`config.mk`:
```
export PLATFORM = sky130hd
export DESIGN_NAME = modbus_write_register_master_unit
export DESIGN_NICKNAME = d
export VERILOG_FILES = /design/src/rtl/core/mwr_pkg.sv /design/src/rtl/core/mwr_front.sv /design/src/rtl/core/mwr_job_fifo.sv /design/src/rtl/core/mwr_back.sv /design/src/rtl/core/modbus_write_register_master_unit.sv
export SDC_FILE = /design/constraint.sdc
export NUM_CORES = 1
export LEC_CHECK = 0
export BUFFER_PORTS_ARGS = -buffer_cell sky130_fd_sc_hd__buf_2
export CORE_MARGIN = 1
export CORE_UTILIZATION = 61
export DETAILED_ROUTE_END_ITERATION = 16
export HOLD_SLACK_MARGIN = 0.03
export PLACE_DENSITY = 0.9
export SLEW_MARGIN = 20
export SYNTH_ARGS = -nofsm -noshare
export SYNTH_HDL_FRONTEND = slang
export SYNTH_SLANG_ARGS = --single-unit
```
`constraint.sdc`:
```
create_clock -name clk -period 5.8 [get_ports clk]
set_input_delay 0.87 -clock clk [delete_from_list [all_inputs] [get_ports clk]]
set_output_delay 0.87 -clock clk [all_outputs]
set_load 0.02 [all_outputs]
```
`src/rtl/core/mwr_pkg.sv`:
```
package mwr_pkg;

	// command codes of an input item
	localparam logic [1:0] CMD_START = 2'd0;
	localparam logic [1:0] CMD_BYTE  = 2'd1;
	localparam logic [1:0] CMD_TICK  = 2'd2;

	// exchange status codes
	localparam logic [1:0] STATUS_OK      = 2'd0;
	localparam logic [1:0] STATUS_FAIL    = 2'd1;
	localparam logic [1:0] STATUS_TIMEOUT = 2'd2;

	// configuration register indexes
	localparam logic [7:0] REG_SLAVE_ADDRESS    = 8'd0;
	localparam logic [7:0] REG_REGISTER_ADDRESS = 8'd1;
	localparam logic [7:0] REG_REGISTER_VALUE   = 8'd2;
	localparam logic [7:0] REG_TIMEOUT_TICKS    = 8'd3;

	// frame constants
	localparam logic [7:0]  FUNC_WRITE_SINGLE = 8'h06;
	localparam logic [15:0] CRC_INIT          = 16'hFFFF;
	localparam logic [15:0] CRC_POLY          = 16'hA001;
	localparam int          FRAME_BYTES       = 8;
	localparam int          HEADER_BYTES      = FRAME_BYTES - 2;
	localparam int          IDX_W             = $clog2(FRAME_BYTES);

	// job queue between front and back
	localparam int QDEPTH = 4;
	localparam int QPTR_W = $clog2(QDEPTH);

	// configuration register set
	typedef struct packed {
		logic [7:0]  slave_address;
		logic [15:0] register_address;
		logic [15:0] register_value;
		logic [31:0] timeout_ticks;
	} cfg_t;

	// one job: send a frame, or report a finished exchange
	typedef struct packed {
		logic       send;
		logic [1:0] status;
	} job_t;

	// crc-16/modbus update over one byte
	function automatic logic [15:0] crc_byte(input logic [15:0] crc, input logic [7:0] b);
		logic [15:0] c;
		c = crc ^ {8'h00, b};
		for (int k = 0; k < 8; k++) begin
			c = c[0] ? ((c >> 1) ^ CRC_POLY) : (c >> 1);
		end
		return c;
	endfunction

	// header byte i of the request, from the registers
	function automatic logic [7:0] header_byte(input cfg_t cfg, input logic [IDX_W-1:0] i);
		logic [7:0] b;
		unique case (i)
			3'd0: b = cfg.slave_address;
			3'd1: b = FUNC_WRITE_SINGLE;
			3'd2: b = cfg.register_address[15:8];
			3'd3: b = cfg.register_address[7:0];
			3'd4: b = cfg.register_value[15:8];
			default: b = cfg.register_value[7:0];
		endcase
		return b;
	endfunction

endpackage

```
`src/rtl/core/mwr_front.sv`:
```
module mwr_front (
	input  logic           clk,
	input  logic           arst_n,
	input  mwr_pkg::cfg_t  cfg,
	input  logic           in_accept,
	input  logic [1:0]     command,
	input  logic [7:0]     rx_byte,
	output logic           job_push,
	output mwr_pkg::job_t  job_data
);
	import mwr_pkg::*;

	logic             waiting_q;
	logic [IDX_W-1:0] rcount_q;
	logic [15:0]      rcrc_q;
	logic             echo_q;
	logic [7:0]       crc_lo_q;
	logic [31:0]      ticks_q;

	logic [31:0] ticks_next;
	logic        frame_end;
	logic        timed_out;
	logic        resp_ok;

	// saturating tick count and end-of-exchange checks
	assign ticks_next = (ticks_q == 32'hFFFF_FFFF) ? ticks_q : ticks_q + 32'd1;
	assign timed_out  = (ticks_next >= cfg.timeout_ticks);
	assign frame_end  = (rcount_q == IDX_W'(FRAME_BYTES - 1));
	assign resp_ok    = echo_q && ({rx_byte, crc_lo_q} == rcrc_q);

	// job generation
	always_comb begin
		job_push = 1'b0;
		job_data = '0;
		if (in_accept) begin
			if (command == CMD_START) begin
				job_push      = 1'b1;
				job_data.send = 1'b1;
			end else if (waiting_q && command == CMD_BYTE && frame_end) begin
				job_push        = 1'b1;
				job_data.status = resp_ok ? STATUS_OK : STATUS_FAIL;
			end else if (waiting_q && command == CMD_TICK && timed_out) begin
				job_push        = 1'b1;
				job_data.status = STATUS_TIMEOUT;
			end
		end
	end

	// receive state
	always_ff @(posedge clk or negedge arst_n) begin
		if (!arst_n) begin
			waiting_q <= 1'b0;
			rcount_q  <= '0;
			rcrc_q    <= CRC_INIT;
			echo_q    <= 1'b1;
			crc_lo_q  <= '0;
			ticks_q   <= '0;
		end else if (in_accept) begin
			if (command == CMD_START) begin
				waiting_q <= 1'b1;
				rcount_q  <= '0;
				rcrc_q    <= CRC_INIT;
				echo_q    <= 1'b1;
				crc_lo_q  <= '0;
				ticks_q   <= '0;
			end else if (waiting_q && command == CMD_BYTE) begin
				if (rcount_q < IDX_W'(HEADER_BYTES)) begin
					rcrc_q   <= crc_byte(rcrc_q, rx_byte);
					if (rx_byte != header_byte(cfg, rcount_q)) begin
						echo_q <= 1'b0;
					end
					rcount_q <= rcount_q + 1'b1;
				end else if (!frame_end) begin
					crc_lo_q <= rx_byte;
					rcount_q <= rcount_q + 1'b1;
				end else begin
					waiting_q <= 1'b0;
					rcount_q  <= '0;
					rcrc_q    <= CRC_INIT;
					echo_q    <= 1'b1;
					crc_lo_q  <= '0;
					ticks_q   <= '0;
				end
			end else if (waiting_q && command == CMD_TICK) begin
				if (timed_out) begin
					waiting_q <= 1'b0;
					rcount_q  <= '0;
					rcrc_q    <= CRC_INIT;
					echo_q    <= 1'b1;
					crc_lo_q  <= '0;
					ticks_q   <= '0;
				end else begin
					ticks_q <= ticks_next;
				end
			end
		end
	end

endmodule

```
`src/rtl/core/mwr_job_fifo.sv`:
```
module mwr_job_fifo (
	input  logic           clk,
	input  logic           arst_n,
	input  logic           push,
	input  mwr_pkg::job_t  push_data,
	output logic           full,
	input  logic           pop,
	output mwr_pkg::job_t  pop_data,
	output logic           empty
);
	import mwr_pkg::*;

	job_t              slots_q [QDEPTH];
	logic [QPTR_W-1:0] wr_ptr_q;
	logic [QPTR_W-1:0] rd_ptr_q;
	logic [QPTR_W:0]   count_q;
	logic              do_push;
	logic              do_pop;

	assign full     = (count_q == (QPTR_W + 1)'(QDEPTH));
	assign empty    = (count_q == '0);
	assign do_push  = push && !full;
	assign do_pop   = pop && !empty;
	assign pop_data = slots_q[rd_ptr_q];

	// slot storage
	always_ff @(posedge clk) begin
		if (do_push) begin
			slots_q[wr_ptr_q] <= push_data;
		end
	end

	// pointers and fill count
	always_ff @(posedge clk or negedge arst_n) begin
		if (!arst_n) begin
			wr_ptr_q <= '0;
			rd_ptr_q <= '0;
			count_q  <= '0;
		end else begin
			if (do_push) begin
				wr_ptr_q <= wr_ptr_q + 1'b1;
			end
			if (do_pop) begin
				rd_ptr_q <= rd_ptr_q + 1'b1;
			end
			if (do_push && !do_pop) begin
				count_q <= count_q + 1'b1;
			end else if (do_pop && !do_push) begin
				count_q <= count_q - 1'b1;
			end
		end
	end

endmodule

```
`src/rtl/core/mwr_back.sv`:
```
module mwr_back (
	input  logic           clk,
	input  logic           arst_n,
	input  mwr_pkg::cfg_t  cfg,
	input  logic           job_empty,
	input  mwr_pkg::job_t  job,
	output logic           job_pop,
	output logic           empty,
	input  logic           pop,
	output logic [7:0]     tx_byte,
	output logic           tx_valid,
	output logic           tx_last,
	output logic           done_res,
	output logic [1:0]     status
);
	import mwr_pkg::*;

	logic [IDX_W-1:0] idx_q;
	logic [15:0]      crc_q;
	logic             out_valid_q;
	logic [7:0]       tx_byte_q;
	logic             tx_valid_q;
	logic             tx_last_q;
	logic             done_q;
	logic [1:0]       status_q;

	logic        out_free;
	logic        step;
	logic [7:0]  hdr;
	logic [15:0] crc_base;
	logic [7:0]  frame_byte;
	logic        frame_last;

	assign out_free   = !out_valid_q || pop;
	assign step       = !job_empty && out_free;
	assign hdr        = header_byte(cfg, idx_q);
	assign crc_base   = (idx_q == '0) ? CRC_INIT : crc_q;
	assign frame_last = (idx_q == IDX_W'(FRAME_BYTES - 1));

	// byte of the frame at the current position
	always_comb begin
		if (idx_q < IDX_W'(HEADER_BYTES)) begin
			frame_byte = hdr;
		end else if (!frame_last) begin
			frame_byte = crc_q[7:0];
		end else begin
			frame_byte = crc_q[15:8];
		end
	end

	assign job_pop = step && (!job.send || frame_last);

	// frame sequencer
	always_ff @(posedge clk or negedge arst_n) begin
		if (!arst_n) begin
			idx_q <= '0;
			crc_q <= CRC_INIT;
		end else if (step && job.send) begin
			if (idx_q < IDX_W'(HEADER_BYTES)) begin
				crc_q <= crc_byte(crc_base, hdr);
			end
			idx_q <= frame_last ? '0 : idx_q + 1'b1;
		end
	end

	// result register control
	always_ff @(posedge clk or negedge arst_n) begin
		if (!arst_n) begin
			out_valid_q <= 1'b0;
		end else if (out_free) begin
			out_valid_q <= step;
		end
	end

	// result payload
	always_ff @(posedge clk) begin
		if (step) begin
			if (job.send) begin
				tx_byte_q  <= frame_byte;
				tx_valid_q <= 1'b1;
				tx_last_q  <= frame_last;
				done_q     <= 1'b0;
				status_q   <= STATUS_OK;
			end else begin
				tx_byte_q  <= 8'h00;
				tx_valid_q <= 1'b0;
				tx_last_q  <= 1'b0;
				done_q     <= 1'b1;
				status_q   <= job.status;
			end
		end
	end

	assign empty    = !out_valid_q;
	assign tx_byte  = tx_byte_q;
	assign tx_valid = tx_valid_q;
	assign tx_last  = tx_last_q;
	assign done_res = done_q;
	assign status   = status_q;

endmodule

```
`src/rtl/core/modbus_write_register_master_unit.sv`:
```
// flow: a queued start sends its frame bytes to the result register one a cycle while free
// a finishing byte or a timeout tick queues a job that loads its done result there
// throughput: one input item per cycle while full is low; results leave one per cycle
// while popped; the byte sequencer sends 8-byte frames, and a 4-entry job queue absorbs bursts
// reset: arst_n asynchronous active low; registers return to slave 1, register 4,
// value 3, timeout 2, and the master goes idle with the queue and result register empty
module modbus_write_register_master_unit (
	input  logic        clk,
	input  logic        arst_n,
	input  logic        push,
	output logic        full,
	input  logic [1:0]  command,
	input  logic [7:0]  rx_byte,
	output logic        empty,
	input  logic        pop,
	output logic [7:0]  tx_byte,
	output logic        tx_valid,
	output logic        tx_last,
	output logic        done_res,
	output logic [1:0]  status,
	input  logic        cfg_valid,
	output logic        cfg_ready,
	input  logic [7:0]  cfg_index,
	input  logic [31:0] cfg_data
);
	import mwr_pkg::*;

	cfg_t cfg_q;
	logic in_accept;
	logic job_push;
	job_t job_in;
	job_t job_out;
	logic job_empty;
	logic job_pop;

	assign cfg_ready = 1'b1;
	assign in_accept = push && !full;

	// configuration registers
	always_ff @(posedge clk or negedge arst_n) begin
		if (!arst_n) begin
			cfg_q.slave_address    <= 8'd1;
			cfg_q.register_address <= 16'd4;
			cfg_q.register_value   <= 16'd3;
			cfg_q.timeout_ticks    <= 32'd2;
		end else if (cfg_valid && cfg_ready) begin
			unique case (cfg_index)
				REG_SLAVE_ADDRESS:    cfg_q.slave_address    <= cfg_data[7:0];
				REG_REGISTER_ADDRESS: cfg_q.register_address <= cfg_data[15:0];
				REG_REGISTER_VALUE:   cfg_q.register_value   <= cfg_data[15:0];
				REG_TIMEOUT_TICKS:    cfg_q.timeout_ticks    <= cfg_data;
				default: ;
			endcase
		end
	end

	mwr_front u_front (
		.clk       (clk),
		.arst_n    (arst_n),
		.cfg       (cfg_q),
		.in_accept (in_accept),
		.command   (command),
		.rx_byte   (rx_byte),
		.job_push  (job_push),
		.job_data  (job_in)
	);

	mwr_job_fifo u_job_fifo (
		.clk       (clk),
		.arst_n    (arst_n),
		.push      (job_push),
		.push_data (job_in),
		.full      (full),
		.pop       (job_pop),
		.pop_data  (job_out),
		.empty     (job_empty)
	);

	mwr_back u_back (
		.clk       (clk),
		.arst_n    (arst_n),
		.cfg       (cfg_q),
		.job_empty (job_empty),
		.job       (job_out),
		.job_pop   (job_pop),
		.empty     (empty),
		.pop       (pop),
		.tx_byte   (tx_byte),
		.tx_valid  (tx_valid),
		.tx_last   (tx_last),
		.done_res  (done_res),
		.status    (status)
	);

endmodule
```
==> flow_metrics.env, run 1 <==
export IMPL_status="complete, no violations"
export IMPL_synth_cell_area_um2=10700
export IMPL_vias_per_cell=6.17
export IMPL_cts_buffers=17
export IMPL_routed_wl_mm=24.3
export IMPL_hp_class="flop to flop"
export IMPL_fin_cells=1275
export IMPL_dp_cells=1243
export IMPL_clockRootBuffer="clkbuf_16"
export IMPL_grt_pass1_wl_mm=39.7
export IMPL_crit_chain="and4_1 > nand4_1 > or3_1 > o21ai_1 > or2_2 > nor2_1 > nand2_1 > xnor2_1 > ha_1 > a21oi_1 > o21ai_0 > a21o_1 > a21oi_1 > o221ai_2 > a2111oi_0 > nor2_2 > ha_1 > inv_1 > fa_1 > mux2_2"
export IMPL_cts_tree="done"
export IMPL_clk_pin_slew_ps=60
export IMPL_drv_slew=0
export IMPL_clk_latency_ps=430
export IMPL_grt_use_met3_pct=5.90
export IMPL_drt_iter0_drc=653
export IMPL_fmax_mhz=186
export IMPL_rows=47
export IMPL_yosysUniqueCellTypes=71
export IMPL_crit_path_max_incr_delay_ps=550
export IMPL_rsz0062_at_grt="no"
export IMPL_gp_congestion=0.877
export IMPL_critical_path_class="flop to flop"
export IMPL_top_usage_layer="met2"
export IMPL_synth_ff_type="dfrtp_1"
export IMPL_hold_ws_ps=492
export IMPL_slowest_stage="a2111oi_0"
export IMPL_layout_drive_gt1_share_pct=25.8
export IMPL_critPathArrivalTime_ps=5700
export IMPL_finalCritPeriodShare_pct=92.8
export IMPL_grt_pass1_vias=7965
export IMPL_power_leakage_nw=5.08
export IMPL_fin_skew_ps=10.8
export IMPL_core_area_um2=16800
export IMPL_hold_viol=0
export IMPL_grt_ovfl_total=0
export IMPL_power_density_nw_per_um2=424
export IMPL_grt_start_max_net_pins=93
export IMPL_die_area_um2=18000
export IMPL_layout_nets=1148
export IMPL_synth_top_area_cell="dfrtp_1"
export IMPL_antenna_found_initial=0
export IMPL_diodes=0
export IMPL_dp_hpwl_mm=17.3
export IMPL_drt_pass1_iter_count=5
export IMPL_synthCells=987
export IMPL_met2_usage_pct=48.4
export IMPL_synth_edf_count=25
export IMPL_maxCapViolCount=0
export IMPL_postCtsHoldBufs=0
export IMPL_synth_nets=1093
export IMPL_synth_top_area_share_pct=28.6
export IMPL_syn_avg_cell_area_um2=10.8
export IMPL_ant_nets=0
export IMPL_crit_fanout=8
export IMPL_drc=0
export IMPL_cp_start_kind="flop"
export IMPL_p_comb_share_pct=39.8
export IMPL_numClockSinks=185
export IMPL_wire_per_inst_um=19.0
export IMPL_gr_usage_met1_pct=35.0
export IMPL_worstSetupEndpointType="flop"
export IMPL_p_sw_share_pct=36.8
export IMPL_dieWidth_um=134
export IMPL_slew_headroom_pct=33.6
export IMPL_critPathRequiredTime_ps=6120
export IMPL_regToRegSetupSlack_ps=420
export IMPL_io_pins=71
export IMPL_initial_core_util_pct=63.5
export IMPL_synth_area_top_cells="dfrtp_1, mux2_2, dfstp_2"
export IMPL_yosysSeqAreaShare_pct=45.0
export IMPL_intPower_mw=3.15
export IMPL_p_sw_mw=1.84
export IMPL_io_buffers=69
export IMPL_ir_worst_vdd_mv=0.408
export IMPL_htreeDepth=4
export IMPL_period_minus_slack_ps=5380
export IMPL_ys_warn_count=0
export IMPL_tightest_slew_ps=993
export IMPL_async_flop_share_pct=86.5
export IMPL_p_seq_share_pct=37.5
export IMPL_dieHeight_um=134
export IMPL_num_vias=7867
export IMPL_grt_util_all_layers_pct=28.3
export IMPL_synth_seq_cells=185
export IMPL_syn_to_final_growth_pct=10.2
export IMPL_finalSetupViolCount=0
export IMPL_clockBufferDepth=2
export IMPL_clkPwrFrac_pct=22.7
export IMPL_tns_ps=0
## cell usage after synthesis (all sizes together) (15+ instances only)
cell and count:
a31oi 24, inv 60, nand2 83, edfxtp 25, a21oi 27, clkbuf 32, o21ai 51, nor2 49
dfrtp 122, mux2 108, a211oi 17, ha 50, xnor2 83, dfstp 38, xor2 24, a22o 15
nand3 25
## path summary, 6_finish.rpt
path,depth (start not counted),to,start
max,20,u_job_fifo.count_q[1],u_front.ticks_q[18]
max in group asynchronous,2,u_back.crc_q[6],arst_n
min in group asynchronous,1,u_front.crc_lo_q[0],arst_n
min,1,u_job_fifo.count_q[2],u_job_fifo.count_q[2]
max reg2reg,20,u_job_fifo.count_q[1],u_front.ticks_q[18]
min reg2reg,1,u_job_fifo.count_q[2],u_job_fifo.count_q[2]
## placed cells by master (no fill, tap or decap), types with 38 or more instances in the layout
cell	Yosys	layout
dfrtp_1	122	122
mux2_2	105	105
nand2_1	83	83
xnor2_1	82	82
buf_2	7	68
inv_1	60	60
ha_1	50	50
nor2_1	49	47
o21ai_0	47	47
dfstp_2	38	38
## metal layers
| layer | vias up | routed length, µm |
|---|---|---|
| met5 | - | 0 |
| li1 | 3617 | - |
| met1 | 3843 | 9500 |
| met4 | 0 | 710 |
| met2 | 347 | 12300 |
| met3 | 60 | 1730 |
## power by group through the flow
stage	clock, mW	sequential [mW]	combinational (mW)
floorplan	0	1.85	1.50
global placement	0	1.86	1.86
detailed placement	0	1.88	1.96
CTS	1.14	1.86	1.97
global route	1.20	1.90	2.16
finish	1.13	1.87	1.98
## registers in the layout, summed over array words and instances (netlist names), 3 cells and up
signal / count
u_front.rcount_q: 3
u_front.rcrc_q: 16
u_job_fifo.slots_q: 12
u_front.ticks_q: 32
u_front.crc_lo_q: 8
cfg_q: 72
u_back.tx_byte: 8
u_back.idx_q: 3
u_job_fifo.count_q: 3
u_back.crc_q: 16
## final cells by class
class	instances	area (µm²)
clock inverters	8	100
fillers	1184	5060
inverters	60	225
multi-input cells	697	5450
repair buffers	81	442
well taps	220	275
clock buffers	24	462
flip-flops and latches	185	4800
## stage by stage
step / util [%] / setup slack, ps / area [µm²] / total power, mW
floorplan: - / 1140 / 10700 / 3.35
global placement: 66.5 / 730 / 11200 / 3.72
detailed placement: 66.5 / 571 / 11200 / 3.84
CTS: 69.9 / 450 / 11800 / 4.98
global route: 69.9 / 77.2 / 11800 / 5.26
finish: 69.9 / 416 / 11800 / 4.99
## what timing repair did
item	CTS	global route
setup endpoints to repair	0	1
buffers inserted	0	0
resized for setup	0	1
hold endpoints to repair	0	0
## kinds of logic (layout without fill, tap and decap cells)
kind of cell    after synthesis  count (layout)  share of synthesized area, %
simple gates                227             227                          10.2
compound gates              194             194                          12.7
flops                       185             185                          45.0
mux                         115             115                          12.4
xor+xnor                    109             109                          9.65
buf+inv                     105             173                          4.02
fa+ha+maj                    51              51                          6.05
other cells                   1               1                        0.0351
## worst max-delay path, delay by kind of cell, from the launching register on
| family | cells | cell delay, ps |
|---|---|---|
| AO/OA/AOI/OAI | 7 | 1790 |
| AND/OR/NAND/NOR | 7 | 1580 |
| adder cells (fa/ha/maj) | 3 | 930 |
| flip-flops | 1 | 500 |
| multiplexers | 1 | 270 |
| XOR/XNOR | 1 | 140 |
| buffers and inverters | 1 | 80 |
(Power assumes the default switching activity.)
==> run 2, diff against run 1 <==
- CORE_MARGIN: 1 -> 2
==> run 2 against run 1 <==
- fmax grew 0.61%
- critical path type unchanged
- highest routed layer unchanged
- utilization shrank 1.2 points
- clock skew shrank 1.1 ps
- count of clock-buffer cells in the layout shrank 2
- sequential power is essentially flat
- combinational power is essentially flat
- setup slack gained 32 ps
- flip-flop and latch count is the same
- first-iteration DRC count shrank 7.8%
- final cell count grew 0.31%
- routed wire length shrank 2.2%
- non-clock buffer count shrank 1
==> flow_metrics.env, run 2 (synthesized netlist as in run 1, its figures left out) <==
export IMPL_grt_util_all_layers_pct=26.7
export IMPL_final_core_util_pct=68.7
export IMPL_dp_cells=1246
export IMPL_critical_path_class="flop to flop"
export IMPL_intPower_mw=3.16
export IMPL_clockBufferDepth=2
export IMPL_wire_per_inst_um=18.6
export IMPL_clockRootBuffer="clkbuf_16"
export IMPL_layout_drive_gt1_share_pct=26.2
export IMPL_post_cts_buffers=0
export IMPL_grt_start_max_net_pins=110
export IMPL_tightest_slew_ps=1040
export IMPL_final_common_cell="dfrtp_1"
export IMPL_hold_ws_ps=341
export IMPL_largest_register_ffs=72
export IMPL_p_comb_share_pct=39.5
export IMPL_tns_ps=0
export IMPL_drv_slew=0
export IMPL_clk_latency_ps=440
export IMPL_numClockSinks=185
export IMPL_grt_pass1_wl_mm=38.6
export IMPL_p_seq_share_pct=37.3
export IMPL_fin_cells=1279
export IMPL_core_area_um2=17200
export IMPL_syn_to_final_growth_pct=10.6
export IMPL_power_leakage_nw=5.11
export IMPL_ant_nets=0
export IMPL_hp_class="input pin to async pin"
export IMPL_vias_per_cell=6.07
export IMPL_dieHeight_um=136
export IMPL_slew_headroom_pct=30.3
export IMPL_regMostFlops="cfg_q"
export IMPL_cts_tree="done"
export IMPL_drt_iter0_drc=602
export IMPL_ir_worst_vdd_mv=0.368
export IMPL_m1WireLength_mm=9.75
export IMPL_num_vias=7759
export IMPL_critPathArrivalTime_ps=5670
export IMPL_gp_congestion=0.926
export IMPL_diodes=0
export IMPL_finalCritPeriodShare_pct=92.3
export IMPL_cp_start_kind="flop"
export IMPL_dr_wl_met3_mm=1.47
export IMPL_grt_pass1_vias=7818
export IMPL_io_buffers=69
export IMPL_drc=0
export IMPL_routed_wl_mm=23.7
export IMPL_seqCellArea_um2=4800
export IMPL_rsz0062_at_grt="no"
export IMPL_layout_nets=1147
export IMPL_fillerInstances=1236
export IMPL_multi_input_area_um2=5460
export IMPL_p_sw_mw=1.83
export IMPL_clk_pin_slew_ps=70
export IMPL_reg_largest_list="cfg_q x72, u_front.ticks_q x32"
export IMPL_io_pins=71
export IMPL_initial_core_util_pct=62.1
export IMPL_worstSetupEndpointType="flop"
export IMPL_final_cell_mix="dfrtp_1, mux2_2, nand2_1"
export IMPL_grt_ovfl_total=0
export IMPL_die_area_um2=18600
export IMPL_period_minus_slack_ps=5350
export IMPL_antenna_found_initial=0
export IMPL_htreeDepth=4
export IMPL_cts_buffers=17
export IMPL_fin_skew_ps=9.70
export IMPL_dp_hpwl_mm=16.2
export IMPL_wl_met2_mm=11.9
export IMPL_rows=48
export IMPL_critPathRequiredTime_ps=6120
export IMPL_dieWidth_um=136
export IMPL_power_density_nw_per_um2=423
export IMPL_hold_viol=0
export IMPL_fmax_mhz=187
export IMPL_crit_fanout=10
export IMPL_regToRegSetupSlack_ps=450
export IMPL_p_sw_share_pct=36.7
export IMPL_finalSetupViolCount=0
export IMPL_status="complete, no violations"
export IMPL_drt_pass1_iter_count=6
export IMPL_maxUsedRoutingLayer="met4"
export IMPL_clkPwrFrac_pct=23.2
export IMPL_maxCapViolCount=0
run 2: power by group through the flow:
| stage | combinational, mW | sequential [mW] | clock (mW) |
|---|---|---|---|
| after global routing | 2.15 | 1.89 | 1.22 |
| after CTS | 1.95 | 1.86 | 1.17 |
| final | 1.97 | 1.86 | 1.16 |
| after detailed placement | 1.92 | 1.88 | 0 |
| after floorplan | 1.50 | 1.85 | 0 |
| after global placement | 1.85 | 1.86 | 0 |
run 2: area by class of cell:
type,instances,area share [%]
clock buffer,22,3.93
clock inverter,10,0.975
inverter,60,1.91
multi-input combinational,697,46.3
sequential,185,40.7
tap,225,2.39
timing repair buffer,80,3.85
run 2: repair_timing:
action | 4_1_cts | 5_1_grt
endpoints found under the setup margin | 0 | 2
hold buffers | 0 | 0
resized for setup | 0 | 4
run 2: metal layers:
layer	up-vias	global-route usage [%]
met5	-	0
li1	3615	-
met2	281	45.5
met3	55	5.97
met4	0	10.5
met1	3808	33.0
run 2: worst max-delay path, cell delays in order, from the launching register on:
cell	delay [ps]
dfrtp_1	480
and4_1	290
nand4_1	130
or3_1	450
or2_1	390
nand3_1	170
nor2_1	100
nand3_1	130
xnor2_1	110
ha_1	200
a21o_1	170
a21o_1	170
a21oi_1	230
o211a_1	200
o221ai_2	170
a2111oi_1	610
nor2_2	210
ha_1	260
inv_1	70
fa_1	400
mux2_2	270
run 2: per-stage QoR:
step	total power, mW	setup slack [ps]	cell area, µm²
after global placement	3.71	728	11200
after global routing	5.26	59.5	11800
after CTS	4.98	362	11800
final	4.99	448	11800
after detailed placement	3.80	488	11200
after floorplan	3.35	1140	10700
run 2: path summary, 6_finish.rpt:
check                                    start                     to  depth (start not counted)
min reg2reg                   u_back.crc_q[12]       u_back.crc_q[12]                          2
min                                     arst_n    u_front.crc_lo_q[7]                          1
max                        u_front.ticks_q[18]  u_job_fifo.count_q[1]                         20
max in group asynchronous               arst_n               cfg_q[9]                          3
min in group clk              u_back.crc_q[12]       u_back.crc_q[12]                          2
max reg2reg                u_front.ticks_q[18]  u_job_fifo.count_q[1]                         20
